File: config.mk
export PLATFORM = sky130hd
export DESIGN_NAME = hbs_divider
export DESIGN_NICKNAME = d
export VERILOG_FILES = /design/src/hbs_pkg.sv /design/src/hbs_divider.sv
export SDC_FILE = /design/constraint.sdc
export NUM_CORES = 1
export LEC_CHECK = 0
export BUFFER_PORTS_ARGS = -buffer_cell sky130_fd_sc_hd__buf_2
export CAP_MARGIN = 20
export CELL_PAD_IN_SITES_DETAIL_PLACEMENT = 1
export CELL_PAD_IN_SITES_GLOBAL_PLACEMENT = 1
export CORE_ASPECT_RATIO = 1.75
export CORE_MARGIN = 2
export CORE_UTILIZATION = 42
export DETAILED_ROUTE_END_ITERATION = 12
export GPL_TIMING_DRIVEN = 0
export PLACE_DENSITY = 0.91
export SLEW_MARGIN = 10
export SYNTH_ARGS = -nofsm -noshare
export SYNTH_HDL_FRONTEND = slang
export SYNTH_SLANG_ARGS = --single-unit
File: constraint.sdc
create_clock -name clk -period 3.54 [get_ports clk]
set_clock_uncertainty 0.2 [all_clocks]
set_input_delay 0.177 -clock clk [delete_from_list [all_inputs] [get_ports clk]]
set_output_delay 0.177 -clock clk [all_outputs]
set_load 0.02 [all_outputs]
File: src/hbs_pkg.sv
`timescale 1ns / 1ps
// Shared types and constants for the heightmap bilinear sampler.
// Used by every module of the block; depends on nothing.
package hbs_pkg;

    // Operation codes of an input item.
    localparam logic OP_LOAD  = 1'b0;
    localparam logic OP_QUERY = 1'b1;

    // Configuration register indexes.
    localparam int CFG_IDX_W = 2;
    localparam int CFG_DATA_W = 16;
    localparam logic [CFG_IDX_W-1:0] CFG_MAP_WIDTH    = 2'd0;
    localparam logic [CFG_IDX_W-1:0] CFG_MAP_HEIGHT   = 2'd1;
    localparam logic [CFG_IDX_W-1:0] CFG_WORLD_SCALE  = 2'd2;
    localparam logic [CFG_IDX_W-1:0] CFG_HEIGHT_SCALE = 2'd3;

    // Height store geometry.
    localparam int STORE_AW = 16;
    localparam int TEXEL_W  = 16;

    // Fixed-point constants.
    localparam int HALF_TEXEL = 32768;
    localparam int NORM_ONE_SHIFT = 14;

    // Shared divider and square root widths.
    localparam int DIV_NW = 48;
    localparam int DIV_DW = 32;
    localparam int SQ_W   = 64;
    localparam int ROOT_W = 32;

    // Sample points of one query: centre, left, right, down, up.
    localparam logic [2:0] SMP_C = 3'd0;
    localparam logic [2:0] SMP_L = 3'd1;
    localparam logic [2:0] SMP_R = 3'd2;
    localparam logic [2:0] SMP_D = 3'd3;
    localparam logic [2:0] SMP_U = 3'd4;

    typedef struct packed {
        logic               operation;
        logic [15:0]        load_index;
        logic [15:0]        load_height;
        logic signed [31:0] world_x;
        logic signed [31:0] world_z;
    } in_item_t;

    typedef struct packed {
        logic [23:0]        height;
        logic signed [15:0] normal_x;
        logic signed [15:0] normal_y;
        logic signed [15:0] normal_z;
    } out_item_t;

    typedef struct packed {
        logic              start;
        logic [DIV_NW-1:0] dividend;
        logic [DIV_DW-1:0] divisor;
    } div_req_t;

    typedef struct packed {
        logic              done;
        logic [DIV_NW-1:0] quotient;
        logic [DIV_DW-1:0] remainder;
    } div_rsp_t;

    typedef struct packed {
        logic            start;
        logic [SQ_W-1:0] radicand;
    } sqrt_req_t;

    typedef struct packed {
        logic              done;
        logic [ROOT_W-1:0] root;
    } sqrt_rsp_t;

    // Which quotient the shared divider is working on.
    typedef enum logic [2:0] {
        DSEL_X  = 3'd0,
        DSEL_Z  = 3'd1,
        DSEL_NX = 3'd2,
        DSEL_NY = 3'd3,
        DSEL_NZ = 3'd4
    } div_sel_t;

endpackage

File: src/hbs_divider.sv
`timescale 1ns / 1ps
// Unsigned restoring divider, one quotient bit per cycle.
// Depends on hbs_pkg for the request and response structs.
module hbs_divider (
    input  logic              clk,
    input  logic              rst_n,
    input  hbs_pkg::div_req_t req,
    output hbs_pkg::div_rsp_t rsp
);

    localparam int NW = hbs_pkg::DIV_NW;
    localparam int DW = hbs_pkg::DIV_DW;
    localparam int CW = $clog2(NW);

    logic [DW-1:0] rem_reg;
    logic [NW-1:0] quo_reg;
    logic [DW-1:0] dsr_reg;
    logic [CW-1:0] cnt_reg;
    logic          run_reg;
    logic          done_reg;
    logic [DW:0]   trial;
    logic          fits;
    logic [DW:0]   diff;

    // Trial subtraction of one step.
    always_comb
    begin
        trial = {rem_reg, quo_reg[NW-1]};
        fits  = (trial >= {1'b0, dsr_reg});
        diff  = trial - {1'b0, dsr_reg};
    end

    // Control: step counter and done pulse.
    always_ff @(posedge clk or negedge rst_n)
    begin
        if (!rst_n)
        begin
            run_reg  <= 1'b0;
            done_reg <= 1'b0;
            cnt_reg  <= '0;
        end
        else
        begin
            done_reg <= 1'b0;
            if (req.start)
            begin
                run_reg <= 1'b1;
                cnt_reg <= CW'(NW - 1);
            end
            else if (run_reg)
            begin
                cnt_reg <= cnt_reg - 1'b1;
                if (cnt_reg == '0)
                begin
                    run_reg  <= 1'b0;
                    done_reg <= 1'b1;
                end
            end
        end
    end

    // Datapath: the dividend shifts out as quotient bits shift in.
    always_ff @(posedge clk)
    begin
        if (req.start)
        begin
            rem_reg <= '0;
            quo_reg <= req.dividend;
            dsr_reg <= req.divisor;
        end
        else if (run_reg)
        begin
            rem_reg <= fits ? diff[DW-1:0] : trial[DW-1:0];
            quo_reg <= {quo_reg[NW-2:0], fits};
        end
    end

    assign rsp.done      = done_reg;
    assign rsp.quotient  = quo_reg;
    assign rsp.remainder = rem_reg;

endmodule

* Yosys cells after proc, flatten, opt, wreduce, memory -nomap -nowiden *
Index checks and enable logic that the tools add are counted.

operators by class
  add/sub/neg operators = 2
  multiply operators = 0
  div/mod/pow operators = 0
  magnitude comparators = 1
  equality and inequality tests = 0
  shift operators = 0
  muxes and demuxes = 11
  bitwise logic cells = 0
  reductions and logical operators = 2

operators by type and width
  kind                                                                 number
  48-bit 2-to-1 mux                                                    2
  33-bit by 32-bit greater-or-equal comparator with 1-bit output       1
  32-bit 2-to-1 mux                                                    1
  32-bit subtractor                                                    1
  6-bit 2-to-1 mux                                                     2
  6-bit zero test                                                      1
  1-bit 2-to-1 mux                                                     6
  6-bit by 1-bit subtractor with 6-bit output (second input constant)  1
  2-bit nonzero test                                                   1

word-level totals
  register bits = 120
  latch bits = 0
  memory bits (writable) = 0
  ROM bits = 0
  input port bits = 83
  logic and storage cells = 22
  memories kept = 0

* Depth between registers and ports, before layout *
  depth after elaboration = 4
  depth in mapped cells = 14
  depth with buffers taken out = 12

* Worst setup path after synthesis *
Ideal clock, no wire load.

  kind = reg-to-reg
  start point = reg rem_reg[11]
  end point = reg quo_reg[0] (data pin)
  setup time = 260 ps
  arrival time = 2794 ps
  data required time = 3080 ps
  slack = 286 ps
  cell stages (with the launch flop) = 12
  clock period less this slack = 3254 ps
  path through = dfxtp_1 > ha_1 > buf_6 > a21oi_2 > o21a_1 > or3b_1 > a311o_1 > a221oi_4 > o21ai_1 > buf_4 > buf_6 > mux2_2

between the ends
  longest elaborated chain between the ends = 3

RTL lines
  what                                                            RTL line           source
  from (decl)                                                     hbs_divider.sv:15  logic [DW-1:0] rem_reg;
  from (signal assigned)                                          hbs_divider.sv:73  rem_reg <= fits ? diff[DW-1:0] : trial[DW-1:0];
  33-bit by 32-bit greater-or-equal comparator with 1-bit output  hbs_divider.sv:29  fits = (trial >= {1'b0, dsr_reg});
  48-bit 2-to-1 mux                                               hbs_divider.sv:71  else if (run_reg)
  48-bit 2-to-1 mux                                               hbs_divider.sv:65  if (req.start)
  to (signal assigned)                                            hbs_divider.sv:68  quo_reg <= req.dividend;
  to (signal assigned)                                            hbs_divider.sv:74  quo_reg <= {quo_reg[NW-2:0], fits};
  to (decl)                                                       hbs_divider.sv:16  logic [NW-1:0] quo_reg;

No other way between the ends. The select of a mux whose other input is x is not followed.
A chain may end at the register's enable or synchronous reset.

* Final worst setup path *
  start point = reg quo_reg[47]
  end point = reg rem_reg[26]

between the ends
  longest elaborated chain between the ends = 2
  elaborated cells between the ends (all ways) = 3

RTL lines
  what                                                                                                 RTL line
  32-bit subtractor or 33-bit by 32-bit greater-or-equal comparator with 1-bit output (tied branches)  hbs_divider.sv:30, hbs_divider.sv:29
  32-bit 2-to-1 mux (*)                                                                                hbs_divider.sv:73

Mark *: on every way between the ends. The rest lies on a longest branch, timed or not.

==> results.txt <==
status -> finished, violations left
failing checks -> setup timing
HPWL after detailed placement -> 15.1 mm
Pwr Density -> 772 nW/µm²
dominant cells by area after synthesis -> edfxtp_1 36%, dfxtp_1 9.6%, mux2_2 8.3%
Rows -> 61
H-tree levels -> 4
clock latency at the later pin of the worst-skew pair -> 430 ps
number of buffers created by CTS -> 17
floorplan die height -> 171 µm
CTS tree -> yes
share of layout cells above drive strength 1 -> 32.8%
Cells after Synth -> 631
Clock transition at path regs -> 60 ps
Worst Path Buf+Inv -> 1
f_max -> 0.279 GHz
drt pass-1 iters -> 6
final setup vio count -> 3
Max-Cap Viols -> 0
largest stage delay on the critical path -> 500 ps
GPL Wtd Cong -> 0.901
Hold Path Stages -> 1
fin crit share -> 101%
post-route ant nets -> 0
RSZ-0062 raised after global routing -> yes
Synth top area share -> 36.0%
Max Buffers Root-to-Sink -> 2
Synthesis Warnings -> 0
vias in the first global route -> 7016
register area -> 3240 µm²
LEAKAGE -> 4.13 nW
post-route setup slack -> -38.8 ps
GRT Total Usage -> 29.5%
post-synthesis sequential area ratio -> 48.6%
Slowest cell on crit path -> a2111oi_4
cell taking the most area after synthesis -> edfxtp_1
syn avg cell area -> 10.6 µm²
Die W -> 99.3 µm
ANT cells -> 0
die footprint -> 17000 µm²
via density per instance -> 5.77
Post-DP Area -> 7750 µm²
largest net degree at the start of global routing -> 37
Final min period -> 3580 ps
grt total ovfl -> 0
CP Capture Type -> flip-flop
FF+latch count, synth -> 120
crit path kind -> reg2reg
wire length per cell -> 23.6 µm
CP Launch Type -> flip-flop
Rel. slew slack -> 41.8%
initial antenna violation count -> 0
Max Slew Vio Count -> 0
Tightest Hold Check Type -> in2reg
CP delay by family, top -> compound AO/OA/AOI/OAI gates
Hold Worst Slack -> 217 ps
Filler Cell Count -> 1708
R2R cell count -> 12
fin area -> 9460 µm²
top-count cell post-synth -> edfxtp_1
initial DRC count -> 268
max reg flops -> 48
NumNets Final -> 1023
area of the multi-input gates -> 3260 µm²
via count -> 6391
largest fanout on the critical path -> 3
Final Hold Vio Count -> 0
core area -> 15700 µm²
Most used DFF post-synth -> edfxtp_1
actual slew at the worst max-slew pin -> 873 ps
CP Cell Sequence -> inv_1 > ha_1 > fa_1 > nor2b_2 > o2111ai_2 > a2111oi_4 > nor3_2 > nor2_2 > a211oi_2 > o21ai_1 > xnor2_1 > o221ai_1
port bufs -> 163
pre-CTS setup slack -> -360 ps
syn_nets -> 749
DRC viols -> 0
first-pass GRT wire length -> 38.2 mm
Data arrival, critical path -> 3660 ps
number of synthesized flops with an enable pin -> 80
IR drop worst, VDD -> 0.367 mV
Critical Path RT -> 3630 ps
CP Depth -> 12
Distinct cells, synth -> 55
clock root buffer -> clkbuf_16
initial cell density of the core -> 42.5%
async set-reset flop share out of synthesis -> 6.67%
IO Count -> 164
synth cell count leaders -> 80 x edfxtp_1, 59 x nor2_1, 49 x mux2_2
synthesized cell area -> 6680 µm²
area grow syn2layout -> 41.7%
routed wire length -> 26.1 mm
Sink Count -> 120
## metrics by stage
stage / TNS, ps / total power [W] / util [%] / instances
after floorplan: 0 / 0.00398 / - / 631
after global placement: -16960 / 0.00474 / 49.2 / 983
after detailed placement: -1120 / 0.00482 / 49.3 / 984
after CTS: 0 / 0.00693 / 58.9 / 1099
after global routing: -1020 / 0.00759 / 60.2 / 1107
final: -50.4 / 0.00731 / 60.2 / 1107
## per-layer routing
metal	wire (µm)	share of wire (%)	vias to the layer above	GRT usage, %
li1	-	-	2847	-
met1	9070	35	3168	29.5
met2	14200	54	285	56.2
met3	1560	6.0	91	6.37
met4	1310	5.0	0	14.7
met5	0	0	-	0
## cell usage in the layout (no fill, tap or decap), drive strengths merged, types with 5 or more instances in the layout
| cell type | n |
|---|---|
| o21a | 6 |
| mux2i | 14 |
| xnor2 | 23 |
| dfrtp | 8 |
| nand3 | 7 |
| nand4 | 10 |
| ha | 34 |
| buf | 185 |
| nor3 | 19 |
| inv | 43 |
| bufinv | 5 |
| o21ai | 30 |
| a211oi | 27 |
| a21o | 11 |
| nor4 | 6 |
| a31oi | 5 |
| nor2 | 59 |
| a21oi | 36 |
| xor2 | 6 |
| nand2b | 7 |
| edfxtp | 80 |
| mux2 | 51 |
| nor2b | 5 |
| dfxtp | 32 |
| clkbuf | 40 |
| dlygate4sd3 | 82 |
| nand2 | 44 |
## timing repair
item / in CTS / in global routing
hold buffers: 82 / 0
setup buffers: 1 / 11
hold endpoints to repair: 88 / 0
gates resized for setup: 4 / 30
endpoints found under the setup margin: 12 / 26
pin swaps: 1 / 11
## cell families (layout without fill, tap and decap cells)
| logic type | after synthesis | count (layout) | synth area share, % |
|---|---|---|---|
| multiplexers | 65 | 65 | 10.7 |
| AO/OA/AOI/OAI | 134 | 134 | 13.2 |
| adder cells (fa/ha/maj) | 35 | 35 | 6.67 |
| buffers and inverters | 75 | 362 | 4.89 |
| XOR/XNOR | 29 | 29 | 3.80 |
| AND/OR/NAND/NOR | 173 | 173 | 12.2 |
| flip-flops | 120 | 120 | 48.6 |
## where the power goes
group	internal (W)	total, W	switching, W
registers	0.00177	0.00204	0.000277
clock network	0.00128	0.00198	0.000698
logic	0.00131	0.00328	0.00198
## worst paths after layout
path / startpoint / endpoint / slack (ps)
max in group asynchronous: rst_n / done_reg / 2240
max: quo_reg[47] / rem_reg[26] / -40
min in group asynchronous: rst_n / cnt_reg[4] / 590
min: req[80] / dsr_reg[11] / 220
min reg2reg: rem_reg[17] / rem_reg[17] / 320
max reg2reg: quo_reg[47] / rem_reg[26] / -40
## layout make-up
cell class	instances	share of cell area (%)
plain buffers	29	1.67
flip-flops and latches	120	34.3
clock buffers	20	4.83
well taps	189	2.50
clock inverters	12	2.10
repair buffers	258	18.5
multi-input cells	436	34.5
inverters	43	1.71
(Power assumes the default switching activity.)
