[config.mk]
export PLATFORM = sky130hd
export DESIGN_NAME = hbs_isqrt
export DESIGN_NICKNAME = d
export VERILOG_FILES = /design/src/hbs_pkg.sv /design/src/hbs_isqrt.sv
export SDC_FILE = /design/constraint.sdc
export NUM_CORES = 1
export LEC_CHECK = 0
export CELL_PAD_IN_SITES_DETAIL_PLACEMENT = 2
export CELL_PAD_IN_SITES_GLOBAL_PLACEMENT = 2
export CORE_AREA = 2 2 167 235
export CTS_BUF_LIST = sky130_fd_sc_hd__clkbuf_8
export DETAILED_ROUTE_END_ITERATION = 12
export DIE_AREA = 0 0 169 237
export DONT_BUFFER_PORTS = 1
export PLACE_DENSITY_LB_ADDON = 0.12
export SLEW_MARGIN = 40
export SYNTH_ARGS = -nofsm -noshare
export SYNTH_HDL_FRONTEND = slang
export SYNTH_SLANG_ARGS = --single-unit
[constraint.sdc]
create_clock -name clk -period 18.4 [get_ports clk]
set_clock_uncertainty 0.15 [all_clocks]
set_input_delay 1.84 -clock clk [delete_from_list [all_inputs] [get_ports clk]]
set_output_delay 1.84 -clock clk [all_outputs]
set_load 0.02 [all_outputs]
[src/hbs_pkg.sv]
`timescale 1ns / 1ps
// Shared types and constants for the heightmap bilinear sampler.
// Used by every module of the block; depends on nothing.
package hbs_pkg;

    // Operation codes of an input item.
    localparam logic OP_LOAD  = 1'b0;
    localparam logic OP_QUERY = 1'b1;

    // Configuration register indexes.
    localparam int CFG_IDX_W = 2;
    localparam int CFG_DATA_W = 16;
    localparam logic [CFG_IDX_W-1:0] CFG_MAP_WIDTH    = 2'd0;
    localparam logic [CFG_IDX_W-1:0] CFG_MAP_HEIGHT   = 2'd1;
    localparam logic [CFG_IDX_W-1:0] CFG_WORLD_SCALE  = 2'd2;
    localparam logic [CFG_IDX_W-1:0] CFG_HEIGHT_SCALE = 2'd3;

    // Height store geometry.
    localparam int STORE_AW = 16;
    localparam int TEXEL_W  = 16;

    // Fixed-point constants.
    localparam int HALF_TEXEL = 32768;
    localparam int NORM_ONE_SHIFT = 14;

    // Shared divider and square root widths.
    localparam int DIV_NW = 48;
    localparam int DIV_DW = 32;
    localparam int SQ_W   = 64;
    localparam int ROOT_W = 32;

    // Sample points of one query: centre, left, right, down, up.
    localparam logic [2:0] SMP_C = 3'd0;
    localparam logic [2:0] SMP_L = 3'd1;
    localparam logic [2:0] SMP_R = 3'd2;
    localparam logic [2:0] SMP_D = 3'd3;
    localparam logic [2:0] SMP_U = 3'd4;

    typedef struct packed {
        logic               operation;
        logic [15:0]        load_index;
        logic [15:0]        load_height;
        logic signed [31:0] world_x;
        logic signed [31:0] world_z;
    } in_item_t;

    typedef struct packed {
        logic [23:0]        height;
        logic signed [15:0] normal_x;
        logic signed [15:0] normal_y;
        logic signed [15:0] normal_z;
    } out_item_t;

    typedef struct packed {
        logic              start;
        logic [DIV_NW-1:0] dividend;
        logic [DIV_DW-1:0] divisor;
    } div_req_t;

    typedef struct packed {
        logic              done;
        logic [DIV_NW-1:0] quotient;
        logic [DIV_DW-1:0] remainder;
    } div_rsp_t;

    typedef struct packed {
        logic            start;
        logic [SQ_W-1:0] radicand;
    } sqrt_req_t;

    typedef struct packed {
        logic              done;
        logic [ROOT_W-1:0] root;
    } sqrt_rsp_t;

    // Which quotient the shared divider is working on.
    typedef enum logic [2:0] {
        DSEL_X  = 3'd0,
        DSEL_Z  = 3'd1,
        DSEL_NX = 3'd2,
        DSEL_NY = 3'd3,
        DSEL_NZ = 3'd4
    } div_sel_t;

endpackage

[src/hbs_isqrt.sv]
`timescale 1ns / 1ps
// Floor integer square root, one result bit per cycle.
// Depends on hbs_pkg for the request and response structs.
module hbs_isqrt (
    input  logic               clk,
    input  logic               rst_n,
    input  hbs_pkg::sqrt_req_t req,
    output hbs_pkg::sqrt_rsp_t rsp
);

    localparam int W  = hbs_pkg::SQ_W;
    localparam int CW = $clog2(W / 2);

    logic [W-1:0]  v_reg;
    logic [W-1:0]  res_reg;
    logic [W-1:0]  bit_reg;
    logic [CW-1:0] cnt_reg;
    logic          run_reg;
    logic          done_reg;
    logic [W-1:0]  trial;

    assign trial = res_reg + bit_reg;

    // Control: iteration counter and done pulse.
    always_ff @(posedge clk or negedge rst_n)
    begin
        if (!rst_n)
        begin
            run_reg  <= 1'b0;
            done_reg <= 1'b0;
            cnt_reg  <= '0;
        end
        else
        begin
            done_reg <= 1'b0;
            if (req.start)
            begin
                run_reg <= 1'b1;
                cnt_reg <= CW'(W / 2 - 1);
            end
            else if (run_reg)
            begin
                cnt_reg <= cnt_reg - 1'b1;
                if (cnt_reg == '0)
                begin
                    run_reg  <= 1'b0;
                    done_reg <= 1'b1;
                end
            end
        end
    end

    // Datapath: classic digit-by-digit root, two radicand bits per step.
    always_ff @(posedge clk)
    begin
        if (req.start)
        begin
            v_reg   <= req.radicand;
            res_reg <= '0;
            bit_reg <= {2'b01, {(W - 2){1'b0}}};
        end
        else if (run_reg)
        begin
            if (v_reg >= trial)
            begin
                v_reg   <= v_reg - trial;
                res_reg <= (res_reg >> 1) + bit_reg;
            end
            else
            begin
                res_reg <= res_reg >> 1;
            end
            bit_reg <= bit_reg >> 2;
        end
    end

    assign rsp.done = done_reg;
    assign rsp.root = res_reg[hbs_pkg::ROOT_W-1:0];

endmodule

======== Word level (Yosys, flattened, before mapping) ========
Index checks and enable logic that the tools add are counted.
word-level totals
  bits in registers ....................... 167
  bits of input ports ..................... 67
operators by class
  order comparisons ....................... 1
  muxes and demuxes ....................... 12
  reduce and logical (&&, ||, !) cells .... 4
  $add $sub $neg .......................... 4
operator list
  kind                                                                 count
  64-bit two-way mux                                                   4
  63-bit by 63-bit adder with 64-bit output                            1
  64-bit by 63-bit adder with 64-bit output                            1
  64-bit greater-or-equal comparator                                   1
  64-bit subtractor                                                    1
  5-bit two-way mux                                                    2
  1-bit two-way mux                                                    6
  5-bit zero test                                                      1
  5-bit by 1-bit subtractor with 5-bit output (second input constant)  1
  2-bit nonzero test                                                   2
  2-bit AND reduction                                                  1

======== Logic depth before layout (Yosys ltp) ========
Gate-level depths: netlist (run 1).
  depth in word-level cells ............... 5
  depth in mapped cells ................... 24
  depth with buffers taken out ............ 21

======== Worst setup path after synthesis (run 1) ========
Ideal clock, no wire load.
  path kind ............................... reg2reg
  start point ............................. register res_reg[2]
  end point ............................... register v_reg[0] (enable)
  arrival time ............................ 8.940 ns
  slack ................................... 8.736 ns
  stages on the path, launching flop included .. 22
  required time ........................... 17.676 ns
  cells stage by stage .................... dfxtp_1 > ha_1 > a31oi_1 > a211oi_1 > a211oi_2 > o21ai_1 > a221oi_2 > o211ai_1 > a31oi_1 > o21ai_1 > xnor2_1 > ha_1 > clkbuf_1 > nand4_1 > nor2_4 > nand4_1 > nor4_2 > o21a_4 > nor2_4 > buf_6 > buf_6 > o21ai_0
between the ends
  longest elaborated chain between the ends .. 4
ends and longest elaborated chain
  item                                       line             source
  from (decl)                                hbs_isqrt.sv:15  logic [W-1:0] res_reg;
  from (signal assigned)                     hbs_isqrt.sv:67  res_reg <= (res_reg >> 1) + bit_reg;
  from (signal assigned)                     hbs_isqrt.sv:71  res_reg <= res_reg >> 1;
  64-bit by 63-bit adder with 64-bit output  hbs_isqrt.sv:22  assign trial = res_reg + bit_reg;
  64-bit greater-or-equal comparator         hbs_isqrt.sv:64  if (v_reg >= trial)
  2-bit nonzero test (no line)               -
  2-bit AND reduction (no line)              -
  to (signal assigned)                       hbs_isqrt.sv:58  v_reg <= req.radicand;
  to (signal assigned)                       hbs_isqrt.sv:66  v_reg <= v_reg - trial;
  to (decl)                                  hbs_isqrt.sv:14  logic [W-1:0] v_reg;
No other way between the ends.
A chain may end at the register's enable or synchronous reset.

======== Final worst setup path (run 1) ========
  start point ............................. register res_reg[2]
  end point ............................... register v_reg[15] (enable)
The elaborated chain is that of the path after synthesis.

==> results of run 1 <==
## logic make-up after synthesis
logic type / share of synthesized area [%]
fa+ha+maj: 10.3
simple gates: 20.4
compound gates: 27.7
flops: 24.8
xor+xnor: 7.96
mux: 2.90
buf+inv: 5.86
## routing by layer
layer | share of wire (%) | routed length (µm) | vias up
li1 | - | - | 7426
met5 | 0 | 0 | -
met2 | 55 | 35000 | 328
met1 | 36 | 22800 | 7961
met3 | 3.2 | 2030 | 190
met4 | 6.5 | 4170 | 0
## power breakdown
| group | switching, mW | total (mW) | internal [mW] |
|---|---|---|---|
| clock network | 0.176 | 0.317 | 0.142 |
| registers | 0.112 | 0.645 | 0.534 |
| logic | 1.09 | 1.68 | 0.586 |
## worst max-delay path: stages (launching register included)
cell	delay [ns]
sky130_fd_sc_hd__dfxtp_1	0.57
sky130_fd_sc_hd__ha_1	0.34
sky130_fd_sc_hd__a31oi_1	0.36
sky130_fd_sc_hd__a211oi_1	0.26
sky130_fd_sc_hd__a211oi_2	0.47
sky130_fd_sc_hd__o21ai_1	0.21
sky130_fd_sc_hd__a221oi_2	0.49
sky130_fd_sc_hd__o211ai_1	0.22
sky130_fd_sc_hd__a31oi_1	0.36
sky130_fd_sc_hd__o21bai_1	0.14
sky130_fd_sc_hd__xnor2_1	0.15
sky130_fd_sc_hd__ha_1	0.44
sky130_fd_sc_hd__nand4_1	0.27
sky130_fd_sc_hd__nor2_4	0.25
sky130_fd_sc_hd__nand4_1	0.18
sky130_fd_sc_hd__nor4_2	0.30
sky130_fd_sc_hd__o21a_4	0.45
sky130_fd_sc_hd__nor2_4	0.14
sky130_fd_sc_hd__buf_4	0.28
sky130_fd_sc_hd__o21ai_4	0.17
sky130_fd_sc_hd__buf_6	0.55
## final cells by class
class,count,area (µm²)
fillers,4432,21400
diodes,2,5.00
clock buffers,18,248
clock inverters,14,186
multi-input cells,1707,11200
well taps,478,598
inverters,61,229
flip-flops and latches,167,4020
repair buffers,15,129
## synthesized netlist by cell type, types with 7 or more instances
cell / number
sky130_fd_sc_hd__nor3b_1: 8
sky130_fd_sc_hd__a311oi_1: 19
sky130_fd_sc_hd__clkbuf_1: 65
sky130_fd_sc_hd__mux2i_1: 39
sky130_fd_sc_hd__a21oi_1: 153
sky130_fd_sc_hd__ha_1: 132
sky130_fd_sc_hd__mux2_2: 7
sky130_fd_sc_hd__buf_1: 9
sky130_fd_sc_hd__a31oi_1: 57
sky130_fd_sc_hd__inv_1: 59
sky130_fd_sc_hd__xor2_1: 63
sky130_fd_sc_hd__a21boi_0: 7
sky130_fd_sc_hd__nand2_1: 242
sky130_fd_sc_hd__a221oi_1: 9
sky130_fd_sc_hd__o21ai_1: 9
sky130_fd_sc_hd__xnor2_1: 84
sky130_fd_sc_hd__nor3_1: 43
sky130_fd_sc_hd__a21o_1: 41
sky130_fd_sc_hd__nor2b_1: 21
sky130_fd_sc_hd__and2_1: 22
sky130_fd_sc_hd__dfrtp_1: 7
sky130_fd_sc_hd__o31ai_1: 9
sky130_fd_sc_hd__o21bai_1: 35
sky130_fd_sc_hd__o21ai_0: 171
sky130_fd_sc_hd__dfxtp_1: 96
sky130_fd_sc_hd__a211o_1: 7
sky130_fd_sc_hd__nor4_1: 16
sky130_fd_sc_hd__edfxtp_1: 64
sky130_fd_sc_hd__a211oi_1: 37
sky130_fd_sc_hd__buf_2: 25
sky130_fd_sc_hd__nand2b_1: 12
sky130_fd_sc_hd__nand4_1: 46
sky130_fd_sc_hd__o21a_1: 14
sky130_fd_sc_hd__a31o_2: 14
sky130_fd_sc_hd__o211ai_1: 14
sky130_fd_sc_hd__buf_4: 35
sky130_fd_sc_hd__nand3_1: 52
sky130_fd_sc_hd__and3_1: 18
sky130_fd_sc_hd__or3_1: 10
sky130_fd_sc_hd__nor2_1: 175
## worst paths after layout
path                                               start                       end  slack, ns  cells past startpoint
worst max-delay path             res_reg[2]$_SDFFE_PP0P_       v_reg[15]$_DFFE_PP_      11.16                     20
worst min-delay path            res_reg[62]$_SDFFE_PP0P_  res_reg[63]$_SDFFE_PP0P_       0.40                      2
worst max register to register   res_reg[2]$_SDFFE_PP0P_       v_reg[15]$_DFFE_PP_      11.16                     20
worst min register to register  res_reg[62]$_SDFFE_PP0P_  res_reg[63]$_SDFFE_PP0P_       0.40                      2
max in group asynchronous                          rst_n         run_reg$_DFF_PN0_      17.21                      0
min in group asynchronous                          rst_n    cnt_reg[1]$_DFFE_PN0P_       0.81                      0
## per-stage QoR
stage | instance area [µm²] | power, mW | hold WS, ns | cells | utilization (%)
after CTS | 16600 | 2.65 | 0.395 | 2460 | 43.7
after global routing | 16700 | 2.83 | 0.430 | 2462 | 43.7
after detailed placement | 16200 | 2.31 | 0.375 | 2428 | 42.6
after floorplan | 16200 | 1.83 | 0.327 | 2076 | -
after global placement | 16200 | 2.24 | 0.353 | 2427 | 42.5
final | 16700 | 2.64 | 0.397 | 2462 | 43.7
==> results.toml, run 1 <==
[sta]
final_period_minus_worst_setup_slack_ns = 7.24
timing.final.crit_share_pct = 39.3
final.setup.worst_slack_ns = 11.16
slew_violations = 0
achievable-frequency_ghz = 0.138
worst_pin_slew_ns = 0.790
grt_setup_unrepaired = "no"
hold_viol_final = 0
max_slew_margin_pct = 47.3
tns_ns = 0
setup_violations = 0

[layout]
most_used_cells_in_the_layout_excluding_fill_and_tap_cells = "sky130_fd_sc_hd__nand2_1 (242), sky130_fd_sc_hd__nor2_1 (175), sky130_fd_sc_hd__o21ai_0 (170), sky130_fd_sc_hd__a21oi_1 (153), sky130_fd_sc_hd__ha_1 (132)"
post_route_cells_drive_above_1_share_pct = 5.75
layout.cells.most_common = "sky130_fd_sc_hd__nand2_1"
area_growth_syn_to_layout_pct = 2.92
finish.net_count = 2169

[floorplanning]
core_region_area_um2 = 38100
initial_utilization_pct = 42.5
die_h_um = 237
core.rowCount = 85
io-pin-count = 100
die_area_um2 = 40100
chipWidth_um = 169

[clocking]
cts_repair_resize_count = 0
max-clock-path-buffers = 2
clk_root_buffer_cell = "sky130_fd_sc_hd__clkbuf_8"
post_cts_hold_buffer_count = 0
cts_made_buffers = 17
tritoncts = "built"
clock_insertion_delay_worst_skew_ns = 0.57
cts_num_sinks = 167
cts-htree-levels = 4
cts.reportedPaths.clkPinSlew_ns = 0.10
post_cts.repair.setup_buffers = 0

[synthesis]
syn_avg_cell_area_um2 = 7.79
synth.top_cells.by_area = "sky130_fd_sc_hd__dfxtp_1 (12%), sky130_fd_sc_hd__edfxtp_1 (12%), sky130_fd_sc_hd__ha_1 (10%)"
dominantRegCellSynth = "sky130_fd_sc_hd__dfxtp_1"
synth.ff_latch_count = 167
ys_warn_count = 0
synthArstFlopShare_pct = 4.19
post_synth_inst_count = 2076
area_fraction_of_the_dominant_cell_type_after_synthesis_pct = 11.9
synth_top_area_cell = "sky130_fd_sc_hd__dfxtp_1"
synth-seq-area-share_pct = 24.8
netlist-cell-type-count = 97
post_synthesis_instance_area_um2 = 16200
syn-num-nets = 2276
synth_enable_flop_cells = 64

[placement]
io_buffer_count = 0
hpwlAfterDp_um = 49800
globalplace.congestion = 0.872
place_worst_setup_slack_ns = 11.22

[worst_setup_path]
endpoint_kind = "flip-flop"
critical_path.max_fanout = 64
criticalPathCategory = "reg -> reg"
critPathRequiredTime_ns = 18.44
crit_path_start_kind = "flip-flop"
cp.arrival_ns = 7.28

[outcome]
status = "completed"

[global_route]
globalRouteOverflowTotal = 0
grt_use_met3_pct = 4.93
grt_max_degree = 215
number_of_antenna_violations_at_the_first_check_in_global_routing = 3
grt_pass1_wl_um = 99900
via_count_of_the_first_global_routing_pass = 17900
grt_use_total_pct = 32.2
use_met2_pct = 62.0
busiest_layer = "met2"
grt_use_met1_pct = 31.1

[route]
detail_route.iter0.violations = 721
totalWireLength_um = 64000
num_vias = 15900
first_pass_iters = 5
vias_per_instance = 6.46
routed_wire_length_per_instance_um = 26.0
detail_route.drc_violations = 0
postRouteAntennaNets = 0

[pwr]
p_per_area_nw_per_um2 = 159
static-leakage-power_nw = 6.38
vdd_ir_drop_max_mv = 0.107

[min_path]
hold_path_class = "reg -> reg"

[job]
max-cap-violations = 0
Note: power is estimated with default switching activity, not from simulation.
==> run 2: changes to the inputs <==
--- a/config.mk
+++ b/config.mk
@@ -5,12 +5,13 @@
 export SDC_FILE = /design/constraint.sdc
 export NUM_CORES = 1
 export LEC_CHECK = 0
+export ABC_AREA = 1
 export CELL_PAD_IN_SITES_DETAIL_PLACEMENT = 2
 export CELL_PAD_IN_SITES_GLOBAL_PLACEMENT = 2
-export CORE_AREA = 2 2 167 235
+export CORE_AREA = 2 2 214 300
 export CTS_BUF_LIST = sky130_fd_sc_hd__clkbuf_8
 export DETAILED_ROUTE_END_ITERATION = 12
-export DIE_AREA = 0 0 169 237
+export DIE_AREA = 0 0 216 302
 export DONT_BUFFER_PORTS = 1
 export PLACE_DENSITY_LB_ADDON = 0.12
 export SLEW_MARGIN = 40
==> constraint.sdc (replaced) <==
create_clock -name clk -period 6.04 [get_ports clk]
set_clock_uncertainty 0.15 [all_clocks]
set_input_delay 0.604 -clock clk [delete_from_list [all_inputs] [get_ports clk]]
set_output_delay 0.604 -clock clk [all_outputs]
set_load 0.02 [all_outputs]
==> results.toml, run 2 <==
[outcome]
status = "completed"

[sta]
slew_violations = 0
max_slew_margin_pct = 35.3
final_period_minus_worst_setup_slack_ns = 5.45
hold_viol_final = 0
achievable-frequency_ghz = 0.183
worst_pin_slew_ns = 0.963
grt_setup_unrepaired = "no"
tns_ns = 0
timing.final.crit_share_pct = 90.2
setup_violations = 0

[synthesis]
area_fraction_of_the_dominant_cell_type_after_synthesis_pct = 21.0
syn-num-nets = 3638
ys_warn_count = 0
synth.top_cells.by_area = "sky130_fd_sc_hd__nand2_1 (21%), sky130_fd_sc_hd__inv_1 (9.9%), sky130_fd_sc_hd__dfxtp_1 (9.7%)"
synth-seq-area-share_pct = 20.3
synthArstFlopShare_pct = 4.19
synth.cells.most_frequent = "sky130_fd_sc_hd__nand2_1 (1108), sky130_fd_sc_hd__inv_1 (523), sky130_fd_sc_hd__nor2_1 (385)"
synth_enable_flop_cells = 64
post_synth_inst_count = 3438
synth_top_area_cell = "sky130_fd_sc_hd__nand2_1"
synth.ff_latch_count = 167
dominantRegCellSynth = "sky130_fd_sc_hd__dfxtp_1"
post_synthesis_instance_area_um2 = 19800
syn_avg_cell_area_um2 = 5.76
synth_most_common_cell = "sky130_fd_sc_hd__nand2_1"
netlist-cell-type-count = 54

[worst_setup_path]
reg2reg_depth = 20
setup.reg_to_reg.worst_slack_ns = 0.59
cp.arrival_ns = 5.50
crit_path_from = "res_reg[8]$_SDFFE_PP0P_"
rr_endpoint = "v_reg[6]$_DFFE_PP_"
crit_path_start_kind = "flip-flop"
criticalPathCategory = "reg -> reg"
critPathRequiredTime_ns = 6.09
critical_path.max_fanout = 64
r2r-start = "res_reg[8]$_SDFFE_PP0P_"
endpoint_kind = "flip-flop"

[global_route]
number_of_antenna_violations_at_the_first_check_in_global_routing = 1
grt_pass1_wl_um = 151000
grt_max_degree = 78
via_count_of_the_first_global_routing_pass = 25200
grt_use_total_pct = 31.0
globalRouteOverflowTotal = 0

[pwr]
static-leakage-power_nw = 9.36
vdd_ir_drop_max_mv = 0.245
p_per_area_nw_per_um2 = 456

[min_path]
min_delay_worst_endpoint = "v_reg[47]$_DFFE_PP_"
holdPathStages = 2
hold_path_class = "in -> reg"
holdCritStartpoint = "req[47]"

[route]
first_pass_iters = 5
routed_wire_length_per_instance_um = 23.8
num_vias = 22700
vias_per_instance = 5.33
detail_route.drc_violations = 0
detail_route.iter0.violations = 883
postRouteAntennaNets = 0
totalWireLength_um = 101000

[layout]
final_core_util_pct = 33.7
nFillCells = 8035
layout.cells.most_common = "sky130_fd_sc_hd__nand2_1"
most_used_cells_in_the_layout_excluding_fill_and_tap_cells = "sky130_fd_sc_hd__nand2_1 (1108), sky130_fd_sc_hd__inv_1 (524), sky130_fd_sc_hd__nor2_1 (383), sky130_fd_sc_hd__nand3_1 (314), sky130_fd_sc_hd__a21oi_1 (177)"
post_route_cells_drive_above_1_share_pct = 4.52
multiInputGateArea_um2 = 13300
finish.net_count = 3613
area_growth_syn_to_layout_pct = 6.60
final-seq-area_um2 = 4020

[clocking]
cts.reportedPaths.clkPinSlew_ns = 0.11
clock_insertion_delay_worst_skew_ns = 0.56
post_cts.repair.setup_buffers = 0
post_cts_hold_buffer_count = 2
tritoncts = "built"
cts-htree-levels = 4
cts_num_sinks = 167
cts_made_buffers = 17
clk_root_buffer_cell = "sky130_fd_sc_hd__clkbuf_8"
max-clock-path-buffers = 2
cts_repair_resize_count = 0

[placement]
io_buffer_count = 0
hpwlAfterDp_um = 86600
globalplace.congestion = 0.959

[floorplanning]
core.rowCount = 109
io-pin-count = 100
die_area_um2 = 65200
core_region_area_um2 = 62700
initial_utilization_pct = 31.6
die_h_um = 302
chipWidth_um = 216

[job]
max-cap-violations = 0
==> run 2: metrics by stage <==
step,setup slack [ns],area [µm²],instances,hold WS [ns],power [mW]
after floorplan,0.393,19800,3438,0.158,6.41
after global placement,0.836,20700,4224,0.159,8.39
after detailed placement,0.704,20700,4224,0.159,8.64
after CTS,0.660,21100,4258,0.0357,9.68
after global routing,0.401,21100,4259,0.0525,10.5
final,0.589,21100,4259,0.0757,9.64
==> run 2: layer usage <==
metal	track usage, %	wire length (µm)	vias up
li1	-	-	10900
met1	33.6	40200	11200
met2	58.3	52200	414
met3	2.24	1920	211
met4	19.3	6940	0
met5	0	0	-
==> run 2: power by group <==
| part | switching [mW] | internal, mW |
|---|---|---|
| clock network | 0.542 | 0.452 |
| registers | 0.290 | 1.64 |
| logic | 4.67 | 2.04 |
==> run 2: worst max path at each step <==
stage	end	slack, ns	cells past startpoint
finish	v_reg[6]$_DFFE_PP_	0.59	20
global route	v_reg[58]$_DFFE_PP_	0.40	21
CTS	v_reg[59]$_DFFE_PP_	0.66	22
detailed placement	v_reg[59]$_DFFE_PP_	0.70	22
global placement	v_reg[59]$_DFFE_PP_	0.84	20
floorplan	v_reg[0]$_DFFE_PP_	0.39	24
==> run 2: cells by family (layout without fill, tap and decap cells) <==
family	after synthesis	in the layout	synth area share, %
AND/OR/NAND/NOR	1968	1968	41.6
buffers and inverters	616	604	12.8
AO/OA/AOI/OAI	468	468	13.0
flip-flops	167	167	20.3
adder cells (fa/ha/maj)	133	133	8.44
XOR/XNOR	86	86	3.80
other	0	1	0
==> run 2: critical path, cell delays in order (launching register included) <==
cell and delay, ns:
sky130_fd_sc_hd__dfxtp_1 0.70, sky130_fd_sc_hd__ha_1 0.29, sky130_fd_sc_hd__nand2_1 0.11, sky130_fd_sc_hd__o21ai_0 0.29, sky130_fd_sc_hd__a21oi_1 0.15, sky130_fd_sc_hd__o21ai_1 0.19, sky130_fd_sc_hd__a21o_1 0.26, sky130_fd_sc_hd__nand2_1 0.07
sky130_fd_sc_hd__nand2_1 0.23, sky130_fd_sc_hd__nand3_1 0.21, sky130_fd_sc_hd__nand3_1 0.13, sky130_fd_sc_hd__nand2_1 0.08, sky130_fd_sc_hd__ha_1 0.38, sky130_fd_sc_hd__nand2_1 0.15, sky130_fd_sc_hd__nor3_2 0.19, sky130_fd_sc_hd__nand2_1 0.19
sky130_fd_sc_hd__nor2_1 0.23, sky130_fd_sc_hd__a21oi_4 0.13, sky130_fd_sc_hd__buf_4 0.25, sky130_fd_sc_hd__a31oi_4 0.22, sky130_fd_sc_hd__buf_12 0.35
==> run 2: layout make-up <==
cell class | instances | share of cell area [%]
timing repair buffer | 43 | 1.67
multi-input combinational | 2655 | 62.9
clock buffer | 17 | 1.11
inverter | 529 | 9.40
antenna | 1 | 0.0118
clock inverter | 15 | 0.930
tap | 832 | 4.93
sequential | 167 | 19.0
